==> src/design/pwis_pkg.sv <==
package pwis_pkg;

  // settle time in whole seconds before the drive is held at zero
  localparam int SETTLE_SECONDS = 5;

  // serial multiplier: gain bits consumed one per cycle
  localparam int GAIN_W = 16;
  localparam int ACC_W  = 49;

  // restoring divider for the integral clamp bound
  localparam int DIV_W  = 31;

  typedef enum logic [2:0] {
    REG_SETPOINT  = 3'd0,
    REG_GAIN_P    = 3'd1,
    REG_GAIN_I    = 3'd2,
    REG_GAIN_D    = 3'd3,
    REG_TOLERANCE = 3'd4,
    REG_RANGE     = 3'd5,
    REG_LIMIT     = 3'd6
  } cfg_reg_t;

  typedef enum logic [2:0] {
    ST_IDLE,
    ST_MUL_P,
    ST_P_CHK,
    ST_MUL_D,
    ST_INT_UPD,
    ST_I_LOAD,
    ST_MUL_I,
    ST_FINISH
  } state_t;

  typedef struct packed {
    logic signed [15:0] measured;
    logic        [31:0] now_seconds;
  } pwis_in_t;

  typedef struct packed {
    logic signed [31:0] drive;
    logic               held_zero;
  } pwis_out_t;

endpackage

==> src/design/pid_with_integral_separation.sv <==
// one item at a time: a new input is accepted only in the idle state
// the three products run through one shift-add multiplier, one gain bit per cycle; the
// clamp bound divider runs alongside the p and d products
// the result register frees the input side: a new item is taken while a result waits
// reset (synchronous, active low) restores register defaults, clears the loop state
// and marks the next sample as the first one
module pid_with_integral_separation import pwis_pkg::*; (
  input  logic        clk,
  input  logic        rst_n,
  input  logic        in_valid,
  output logic        in_ready,
  input  pwis_in_t    in_data,
  output logic        out_valid,
  input  logic        out_ready,
  output pwis_out_t   out_data,
  input  logic        cfg_valid,
  output logic        cfg_ready,
  input  logic [2:0]  cfg_index,
  input  logic [31:0] cfg_data
);

  // configuration registers
  logic [15:0] setpoint_r;
  logic [15:0] gain_p_r;
  logic [15:0] gain_i_r;
  logic [15:0] gain_d_r;
  logic [15:0] tol_r;
  logic [30:0] range_r;
  logic [30:0] limit_r;

  // loop state carried between samples
  state_t      state_r, state_nxt;
  logic        first_sample_r;
  logic [16:0] previous_error_r;
  logic [31:0] error_sum_r;
  logic [31:0] settled_r;
  logic [31:0] last_seconds_r;

  // per item working registers
  logic [16:0]      err_r;
  logic [17:0]      diff_r;
  logic [31:0]      dt_r;
  logic             inside_r;
  logic [ACC_W-1:0] acc_r;
  logic [ACC_W-1:0] mcand_r;
  logic [GAIN_W-1:0] mplier_r;
  logic [3:0]       bit_cnt_r;

  // clamp bound divider
  logic [14:0]      div_rem_r;
  logic [DIV_W-1:0] div_quo_r;
  logic [4:0]       div_cnt_r;
  logic             div_busy_r;

  // result register
  logic      out_valid_r;
  pwis_out_t out_data_r;

  logic in_fire;
  logic out_free;

  assign cfg_ready = 1'b1;
  assign in_fire   = in_valid && in_ready;
  assign out_free  = !out_valid_r || out_ready;
  assign out_valid = out_valid_r;
  assign out_data  = out_data_r;

  // error, derivative difference and elapsed time at acceptance
  logic [16:0] err_in;
  logic [17:0] diff_in;
  logic [31:0] dt_in;

  assign err_in  = {setpoint_r[15], setpoint_r} - {in_data.measured[15], in_data.measured};
  // first sample: derivative and elapsed time are taken as zero
  assign diff_in = first_sample_r ? 18'd0 :
                   ({err_in[16], err_in} - {previous_error_r[16], previous_error_r});
  assign dt_in   = first_sample_r ? 32'd0 : (in_data.now_seconds - last_seconds_r);

  // shift-add multiplier step, lsb first; the sign bit of the gain has negative weight
  logic [ACC_W-1:0] mul_add;
  logic [ACC_W-1:0] acc_step;
  logic             mul_last;

  assign mul_last = (bit_cnt_r == 4'd15);
  assign mul_add  = mplier_r[0] ? mcand_r : '0;
  assign acc_step = mul_last ? (acc_r - mul_add) : (acc_r + mul_add);

  // integral separation test on the finished proportional term
  logic [31:0] p_mag;
  logic        sep_now;

  assign p_mag   = acc_r[31] ? (32'd0 - acc_r[31:0]) : acc_r[31:0];
  assign sep_now = (p_mag >= {1'b0, range_r});

  // error accumulation, saturated to 32 bits
  logic [32:0] esum_ext;
  logic [31:0] esum_sat;

  assign esum_ext = {error_sum_r[31], error_sum_r} + {{16{err_r[16]}}, err_r};
  assign esum_sat = (esum_ext[32] != esum_ext[31]) ?
                    (esum_ext[32] ? 32'h8000_0000 : 32'h7fff_ffff) : esum_ext[31:0];

  // settle band test
  logic [16:0] err_mag;
  logic        inside_now;

  assign err_mag    = err_r[16] ? (17'd0 - err_r) : err_r;
  assign inside_now = (err_mag <= {1'b0, tol_r});

  // clamp: |sum| * gain_i > limit is the same as |sum| > floor(limit / gain_i)
  logic [31:0] es_mag;
  logic        gain_i_pos;
  logic        clamp;
  logic [31:0] clamp_val;

  assign es_mag     = error_sum_r[31] ? (32'd0 - error_sum_r) : error_sum_r;
  assign gain_i_pos = !gain_i_r[15] && (gain_i_r != 16'd0);
  assign clamp      = gain_i_pos && (es_mag > {1'b0, div_quo_r});
  assign clamp_val  = error_sum_r[31] ? (32'd0 - {1'b0, div_quo_r}) : {1'b0, div_quo_r};

  // restoring divider step, one quotient bit per cycle
  logic [15:0] div_shift;
  logic [16:0] div_trial;

  assign div_shift = {div_rem_r, div_quo_r[DIV_W-1]};
  assign div_trial = {1'b0, div_shift} - {2'b00, gain_i_r[14:0]};

  // final sum saturated to the drive range
  logic [ACC_W-32:0] acc_hi;
  logic [31:0]       drive_sat;
  logic              held;
  logic [32:0]       settle_sum;
  logic [31:0]       settled_upd;

  assign acc_hi    = acc_r[ACC_W-1:31];
  assign drive_sat = ((&acc_hi) || !(|acc_hi)) ? acc_r[31:0] :
                     (acc_r[ACC_W-1] ? 32'h8000_0000 : 32'h7fff_ffff);
  // hold decision looks at the settle time before this sample adds to it
  assign held      = inside_r && (settled_r >= 32'(SETTLE_SECONDS));
  assign settle_sum  = {1'b0, settled_r} + {1'b0, dt_r};
  assign settled_upd = settle_sum[32] ? 32'hffff_ffff : settle_sum[31:0];

  // sequencer
  always_ff @(posedge clk) begin
    if (!rst_n) begin
      state_r <= ST_IDLE;
    end else begin
      state_r <= state_nxt;
    end
  end

  always_comb begin
    state_nxt = state_r;
    in_ready  = 1'b0;
    case (state_r)
      ST_IDLE: begin
        in_ready = 1'b1;
        if (in_valid) begin
          state_nxt = ST_MUL_P;
        end
      end
      ST_MUL_P: begin
        if (mul_last) begin
          state_nxt = ST_P_CHK;
        end
      end
      ST_P_CHK: begin
        state_nxt = ST_MUL_D;
      end
      ST_MUL_D: begin
        if (mul_last) begin
          state_nxt = ST_INT_UPD;
        end
      end
      ST_INT_UPD: begin
        // wait for the clamp bound
        if (!div_busy_r) begin
          state_nxt = ST_I_LOAD;
        end
      end
      ST_I_LOAD: begin
        state_nxt = ST_MUL_I;
      end
      ST_MUL_I: begin
        if (mul_last) begin
          state_nxt = ST_FINISH;
        end
      end
      ST_FINISH: begin
        if (out_free) begin
          state_nxt = ST_IDLE;
        end
      end
      default: begin
        state_nxt = ST_IDLE;
      end
    endcase
  end

  // configuration writes; an index past the list is dropped
  always_ff @(posedge clk) begin
    if (!rst_n) begin
      setpoint_r <= '0;
      gain_p_r   <= '0;
      gain_i_r   <= '0;
      gain_d_r   <= '0;
      tol_r      <= '0;
      range_r    <= 31'd65535;
      limit_r    <= 31'd65535;
    end else if (cfg_valid && cfg_ready) begin
      case (cfg_index)
        REG_SETPOINT:  setpoint_r <= cfg_data[15:0];
        REG_GAIN_P:    gain_p_r   <= cfg_data[15:0];
        REG_GAIN_I:    gain_i_r   <= cfg_data[15:0];
        REG_GAIN_D:    gain_d_r   <= cfg_data[15:0];
        REG_TOLERANCE: tol_r      <= cfg_data[15:0];
        REG_RANGE:     range_r    <= cfg_data[30:0];
        REG_LIMIT:     limit_r    <= cfg_data[30:0];
        default: ;
      endcase
    end
  end

  // loop state
  always_ff @(posedge clk) begin
    if (!rst_n) begin
      first_sample_r   <= 1'b1;
      previous_error_r <= '0;
      error_sum_r      <= '0;
      settled_r        <= '0;
      last_seconds_r   <= '0;
    end else begin
      if (in_fire) begin
        first_sample_r   <= 1'b0;
        previous_error_r <= err_in;
        last_seconds_r   <= in_data.now_seconds;
        // first sample starts the integral from zero
        if (first_sample_r) begin
          error_sum_r <= '0;
        end
      end
      if (state_r == ST_P_CHK) begin
        error_sum_r <= sep_now ? 32'd0 : esum_sat;
      end
      if ((state_r == ST_INT_UPD) && !div_busy_r && clamp) begin
        error_sum_r <= clamp_val;
      end
      if ((state_r == ST_FINISH) && out_free) begin
        settled_r <= inside_r ? settled_upd : 32'd0;
      end
    end
  end

  // multiplier and per item datapath
  always_ff @(posedge clk) begin
    if (in_fire) begin
      err_r     <= err_in;
      diff_r    <= diff_in;
      dt_r      <= dt_in;
      acc_r     <= '0;
      mcand_r   <= {{(ACC_W-17){err_in[16]}}, err_in};
      mplier_r  <= gain_p_r;
      bit_cnt_r <= '0;
    end else begin
      case (state_r)
        ST_MUL_P, ST_MUL_D, ST_MUL_I: begin
          acc_r     <= acc_step;
          mcand_r   <= {mcand_r[ACC_W-2:0], 1'b0};
          mplier_r  <= {1'b0, mplier_r[GAIN_W-1:1]};
          bit_cnt_r <= bit_cnt_r + 4'd1;
        end
        ST_P_CHK: begin
          // keep p in the accumulator, add d onto it
          inside_r  <= inside_now;
          mcand_r   <= {{(ACC_W-18){diff_r[17]}}, diff_r};
          mplier_r  <= gain_d_r;
          bit_cnt_r <= '0;
        end
        ST_I_LOAD: begin
          mcand_r   <= {{(ACC_W-32){error_sum_r[31]}}, error_sum_r};
          mplier_r  <= gain_i_r;
          bit_cnt_r <= '0;
        end
        default: ;
      endcase
    end
  end

  // clamp bound divider: limit / gain_i
  always_ff @(posedge clk) begin
    if (!rst_n) begin
      div_busy_r <= 1'b0;
    end else if (in_fire) begin
      div_busy_r <= 1'b1;
    end else if (div_busy_r && (div_cnt_r == 5'(DIV_W - 1))) begin
      div_busy_r <= 1'b0;
    end
  end

  always_ff @(posedge clk) begin
    if (in_fire) begin
      div_rem_r <= '0;
      div_quo_r <= limit_r;
      div_cnt_r <= '0;
    end else if (div_busy_r) begin
      div_cnt_r <= div_cnt_r + 5'd1;
      if (!div_trial[16]) begin
        div_rem_r <= div_trial[14:0];
        div_quo_r <= {div_quo_r[DIV_W-2:0], 1'b1};
      end else begin
        div_rem_r <= div_shift[14:0];
        div_quo_r <= {div_quo_r[DIV_W-2:0], 1'b0};
      end
    end
  end

  // result register
  always_ff @(posedge clk) begin
    if (!rst_n) begin
      out_valid_r <= 1'b0;
    end else if ((state_r == ST_FINISH) && out_free) begin
      out_valid_r <= 1'b1;
    end else if (out_ready) begin
      out_valid_r <= 1'b0;
    end
  end

  always_ff @(posedge clk) begin
    if ((state_r == ST_FINISH) && out_free) begin
      out_data_r.drive     <= held ? 32'sd0 : drive_sat;
      out_data_r.held_zero <= held;
    end
  end

endmodule

==> config.mk <==
export PLATFORM = sky130hd
export DESIGN_NAME = pid_with_integral_separation
export DESIGN_NICKNAME = d
export VERILOG_FILES = /design/src/design/pwis_pkg.sv /design/src/design/pid_with_integral_separation.sv
export SDC_FILE = /design/constraint.sdc
export NUM_CORES = 2
export LEC_CHECK = 0
export BUFFER_PORTS_ARGS = -buffer_cell sky130_fd_sc_hd__buf_2
export CAP_MARGIN = 20
export CORE_UTILIZATION = 30
export DETAILED_ROUTE_END_ITERATION = 10
export GPL_ROUTABILITY_DRIVEN = 0
export PLACE_DENSITY = 0.45
export SYNTH_ARGS = -nofsm -noshare
export SYNTH_HDL_FRONTEND = slang
export SYNTH_SLANG_ARGS = --single-unit
==> constraint.sdc <==
create_clock -name clk -period 6.9 [get_ports clk]
set_input_delay 0.69 -clock clk [delete_from_list [all_inputs] [get_ports clk]]
set_output_delay 0.69 -clock clk [all_outputs]
set_load 0.03 [all_outputs]
# Yosys cells after proc, flatten, opt, wreduce, memory -nomap -nowiden
# Cells that the tools add are included.
totals:
  reg_bits: 531
  latch_bits: 0
  ram_bits: 0
  romBits: 0
  input_bits: 88
  out_inout_bits: 36
  word_cells: 145
  n_memories: 0
op_classes:
  n_addsub: 14
  multipliers: 0
  n_div: 0
  order_cmp: 4
  n_eq_ne: 22
  shift: 0
  n_mux: 38
  n_bitwise: 1
  n_reduce_logical: 38
op_table:
  columns: ["operator", "count"]
  rows:
  - ["$mux 32", 14]
  - ["$mux 49", 3]
  - ["$pmux 49 s3", 1]
  - ["$sub 1x32->32 const A", 2]
  - ["$mux 31", 2]
  - ["$add 49x49->49", 1]
  - ["$sub 49x49->49", 1]
  - ["$pmux 16 s3", 1]
  - ["$add 32x17->33", 1]
  - ["$add 32x32->33", 1]
  - ["$ge 32x3->1 const B", 1]
  - ["$ge 32x31->1", 1]
  - ["$gt 32x31->1", 1]
  - ["$sub 1x31->32 const A", 1]
  - ["$sub 32x32->32", 1]
  - ["$pmux 3 s8", 1]
  - ["$eq 3x3->1 const B", 7]
  - ["$mux 3", 6]
  - ["$reduce_and 18->1", 1]
  - ["$reduce_and 2->1", 9]
  - ["$reduce_or 18->1", 1]
  - ["$sub 17x17->18", 1]
  - ["$le 17x16->1", 1]
  - ["$mux 17", 1]
  - ["27 further kinds", 57]

# Depth between registers and ports, before layout
logic_depth:
  depth_word: 7
  mapped_depth: 24
  depth_no_buf: 21

# Worst setup path before layout
# No wires, ideal clock.
synth_timing:
  kind: "reg-to-reg"
  start: "reg mplier_r[0]"
  end: "reg acc_r[43]"
  setup_ns: 0.133
  t_arrival_ns: 5.140
  slack_ns: 1.627
  stages_incl_launch_ff: 24
  path_buffers: 6
  synth_period_minus_slack_ns: 5.273
  cell_sequence: "edfxtp_1 -> clkbuf_1 -> clkbuf_1 -> buf_1 -> buf_1 -> nand2_1 -> ha_1 -> and2_1 -> nor2_1 -> or2_2 -> clkbuf_1 -> clkbuf_1 -> nand2_1 -> ha_1 -> and2_1 -> a221oi_1 -> a21oi_1 -> nor2b_1 -> a311oi_1 -> o21ai_0 -> a21o_1 -> a221o_1 -> xnor2_1 -> a21oi_1"
synth_between:
  elab_chain_len: 3
synth_lines:
  columns: ["item", "line_no", "source"]
  rows:
  - ["from (decl)", "pid_with_integral_separation.sv:46", "logic [GAIN_W-1:0] mplier_r;"]
  - ["from (signal assigned)", "pid_with_integral_separation.sv:262", "mplier_r <= gain_p_r;"]
  - ["from (signal assigned)", "pid_with_integral_separation.sv:269", "mplier_r <= {1'b0, mplier_r[GAIN_W-1:1]};"]
  - ["from (signal assigned)", "pid_with_integral_separation.sv:276", "mplier_r <= gain_d_r;"]
  - ["$mux 49 (*)", "pid_with_integral_separation.sv:85", "assign mul_add = mplier_r[0] ? mcand_r : '0;"]
  - ["$add 49x49->49 / $sub 49x49->49 (equally long branches)", "pid_with_integral_separation.sv:86", "assign acc_step = mul_last ? (acc_r - mul_add) : (acc_r + mul_add);"]
  - ["$mux 49 (*)", "pid_with_integral_separation.sv:86", null]
  - ["to (signal assigned)", "pid_with_integral_separation.sv:267", "acc_r <= acc_step;"]
  - ["to (decl)", "pid_with_integral_separation.sv:44", "logic [ACC_W-1:0] acc_r;"]
# Every way passes the cells marked *; elsewhere a longest branch is shown, timed or not.
# A chain may end at the register's enable or synchronous reset.

# Worst setup path in the final report
layout_timing:
  start: "reg error_sum_r[0]"
  end: "reg error_sum_r[26]"
layout_between:
  elab_chain_len: 7
layout_lines:
  columns: ["item", "line_no", "source"]
  rows:
  - ["from (decl)", "pid_with_integral_separation.sv:35", "logic [31:0] error_sum_r;"]
  - ["from (signal assigned)", "pid_with_integral_separation.sv:243", "error_sum_r <= sep_now ? 32'd0 : esum_sat;"]
  - ["from (signal assigned)", "pid_with_integral_separation.sv:246", "error_sum_r <= clamp_val;"]
  - ["$sub 1x32->32", "pid_with_integral_separation.sv:116", "assign es_mag = error_sum_r[31] ? (32'd0 - error_sum_r) : error_sum_r;"]
  - ["$mux 32", "pid_with_integral_separation.sv:116", null]
  - ["$gt 32x31->1", "pid_with_integral_separation.sv:118", "assign clamp = gain_i_pos && (es_mag > {1'b0, div_quo_r});"]
  - ["$logic_and 1x1->1", "pid_with_integral_separation.sv:118", null]
  - ["$logic_and 1x1->1", "pid_with_integral_separation.sv:245", "if ((state_r == ST_INT_UPD) && !div_busy_r && clamp) begin"]
  - ["$reduce_bool 3->1 (no line)", null, null]
  - ["$reduce_and 2->1 (no line)", null, null]
# Parallel ways exist; a longest one is shown, timed or not.

==> impl_metrics.py <==
metrics = {
    "run_status": {
        "status": "finished clean",
    },
    "synthesis": {
        "yosys-top-cells-count": "nand2_1 (720), dfxtp_1 (334), a21oi_1 (310), ha_1 (277), inv_1 (220)",
        "synth_area_leaders": "dfxtp_1 (19%), edfxtp_1 (17%), ha_1 (9.8%), nand2_1 (7.7%), xnor2_1 (5.1%)",
        "synth.largest_area_cell": "dfxtp_1",
        "yosysTopAreaCellShare": 0.190,
        "synth_most_common_cell": "nand2_1",
        "syn_avg_cell_area_um2": 8.42,
        "synth_warnings": 0,
        "synth_edf_count": 197,
        "async_flop_share": 0,
        "synth_nets": 4557,
        "ys_ff_latch": 531,
        "syn_inst": 4185,
        "seq_area_frac_synth": 0.357,
        "synthFlopType": "dfxtp_1",
        "synth_area_um2": 35300,
        "synthDistinctLibCells": 87,
    },
    "route": {
        "routed_wl_mm": 115,
        "drtAntennaViolNets": 0,
        "route.detailed.drc": 0,
        "num_vias": 30300,
        "dr.first_iter.drc_count": 1762,
        "vias_per_cell": 5.20,
        "routedWlPerCell_um": 19.8,
        "dr.pass1.iters": 5,
    },
    "finish": {
        "fill_cells": 12300,
        "final_util": 0.343,
        "multi_input_area_um2": 21100,
        "seq_area_um2": 12600,
        "fin_nets": 4606,
        "syn2layout_area_growth_pct": 13.1,
        "final_layout_size_suffix_gt1_frac": 0.0860,
        "fin_cells": 5820,
    },
    "clock_tree": {
        "cts.htree.levels": 3,
        "tritoncts": "done",
        "cts_resized": 0,
        "insertion_delay_ps": 640,
        "cts.sinks": 531,
        "clockBufferDepth": 3,
        "numCtsBuffers": 73,
        "cts-hold-fix-buffers": 0,
        "ctsRootBufferMaster": "clkbuf_16",
        "post_cts_buffers": 0,
        "cts.clk_slew.worst_paths_ps": 60,
    },
    "floorplanning": {
        "die_height_um": 345,
        "core_um2": 116000,
        "die_x_um": 345,
        "pin_count": 124,
        "fp-row-count": 125,
        "start_util": 0.303,
        "fp.dieArea_um2": 119000,
    },
    "placement": {
        "dp.cells": 5681,
        "place_hpwl_mm": 83.9,
        "port_buffers": 121,
    },
    "grt": {
        "grt-ovfl-total": 0,
        "grt_antenna_before_repair": 10,
        "track_usage": 0.191,
        "grt_pass1_wl_mm": 176,
        "first_global_vias": 29000,
        "grt_max_degree": 122,
    },
    "pwr": {
        "power_mw": 17.7,
        "seq_power_share": 0.293,
        "power_density_nw_per_um2": 444,
        "leakage_nw": 15.9,
        "peakVddDrop_uv": 178,
        "internal_power_mw": 9.90,
        "p_switching_mw": 7.78,
        "p_clk_frac": 0.215,
        "pwr-share-comb": 0.493,
        "switching_share": 0.440,
    },
    "sta": {
        "finClkSkew_ps": 21.8,
        "whs_ps": 319,
        "min_period_over_period": 0.842,
        "slew_viol_final": 0,
        "period_needed_ps": 5810,
        "worst_pin_slew_ps": 1140,
        "worst_slew_margin_rel": 0.235,
        "setup_tns_ps": 0,
        "hold_viol": 0,
        "fmax_mhz": 172,
        "grt_setup_unrepaired": "no",
        "setup_viol": 0,
    },
    "setup_path": {
        "crit_path_end_kind": "register",
        "crit_arrival_ps": 6330,
        "cp_max_fo": 62,
        "path_class": "reg -> reg",
        "critPathRequiredTime_ps": 7420,
        "start_kind": "register",
        "reg2reg_depth": 15,
        "slowest_delay_ps": 610,
        "path_cells": "or4_1 > or4b_4 > or3_4 > or4_4 > o41ai_1 > xnor2_1 > ha_1 > nand4_1 > nor4_1 > buf_4 > nand3_1 > o2111ai_1 > a31o_4 > nand2_8 > o221a_2",
        "cpMaxStageDelayCell": "or4_1",
    },
    "run": {
        "maxCapViolCount": 0,
    },
    "worst_hold_path": {
        "holdPathStages": 3,
        "hp-class": "in -> reg",
    },
}
[flip-flops by register name, summed over array words and instances (netlist names), 17 cells and up]
register,count
acc_r,49
diff_r,18
div_quo_r,31
dt_r,32
err_r,17
error_sum_r,32
last_seconds_r,32
limit_r,31
mcand_r,49
out_data,33
previous_error_r,17
range_r,31
settled_r,32
[cell type report]
class | instances | share of cell area
inverters | 220 | 0.0209
repair buffers | 169 | 0.0250
clock buffers | 99 | 0.0511
multi-input cells | 3239 | 0.530
diodes | 5 | 0.000314
well taps | 1524 | 0.0478
clock inverters | 33 | 0.00822
flip-flops and latches | 531 | 0.316
[power by group through the flow]
stage / combinational [mW] / clock [mW] / sequential [mW]
global route: 9.78 / 4.01 / 5.28
floorplan: 6.60 / 0 / 4.81
detailed placement: 8.71 / 0 / 5.22
finish: 8.71 / 3.80 / 5.18
global placement: 8.69 / 0 / 5.23
CTS: 8.77 / 3.91 / 5.17
[cells in the final DEF (no fill, tap or decap), drive strengths merged, types with 53 or more instances in the layout]
cell type / n
nand2: 721
inv: 221
dfxtp: 334
nor2: 209
xor2: 83
clkbuf: 99
edfxtp: 197
nand3: 92
a21oi: 310
buf: 169
ha: 277
o21ai: 230
xnor2: 204
a21boi: 164
o21a: 70
nor3: 53
a21o: 116
[routing by layer]
layer  routed length (um)  track usage  vias up
li1                     -            -    15100
met1                56400        0.269    14400
met2                51000        0.304      564
met3                 4840       0.0262      116
met4                 2720       0.0508        6
met5                   41            0        -
[metrics by stage]
stage               instance area (um^2)  setup WS [ps]
finish                             39900           1090
global route                       39900            690
CTS                                39800           1140
detailed placement                 37500           1170
global placement                   37500           1180
floorplan                          35300           1630
[cell families after synthesis]
kind of cell             share of synthesized area
multiplexers                               0.00593
buffers and inverters                       0.0460
flip-flops                                   0.357
other                                     0.000106
adder cells (fa/ha/maj)                      0.102
XOR/XNOR                                    0.0713
AO/OA/AOI/OAI                                0.243
AND/OR/NAND/NOR                              0.174
[path summary, 6_finish.rpt]
check	from	endpoint	slack [ps]
setup / recovery	error_sum_r[0]	error_sum_r[26]	1090
hold / removal	in_data[16]	last_seconds_r[16]	320
setup reg to reg	error_sum_r[0]	error_sum_r[26]	1090
hold reg to reg	previous_error_r[12]	previous_error_r[12]	460
[worst max-delay path, delay by kind of cell, from the launching register on]
| kind | cells | cell delay (ps) |
|---|---|---|
| AO/OA/AOI/OAI | 4 | 1590 |
| XOR/XNOR | 1 | 110 |
| adder cells (fa/ha/maj) | 1 | 310 |
| buffers and inverters | 1 | 210 |
| flip-flops | 1 | 370 |
| AND/OR/NAND/NOR | 8 | 3040 |
Power figures use the tool's default switching activity.
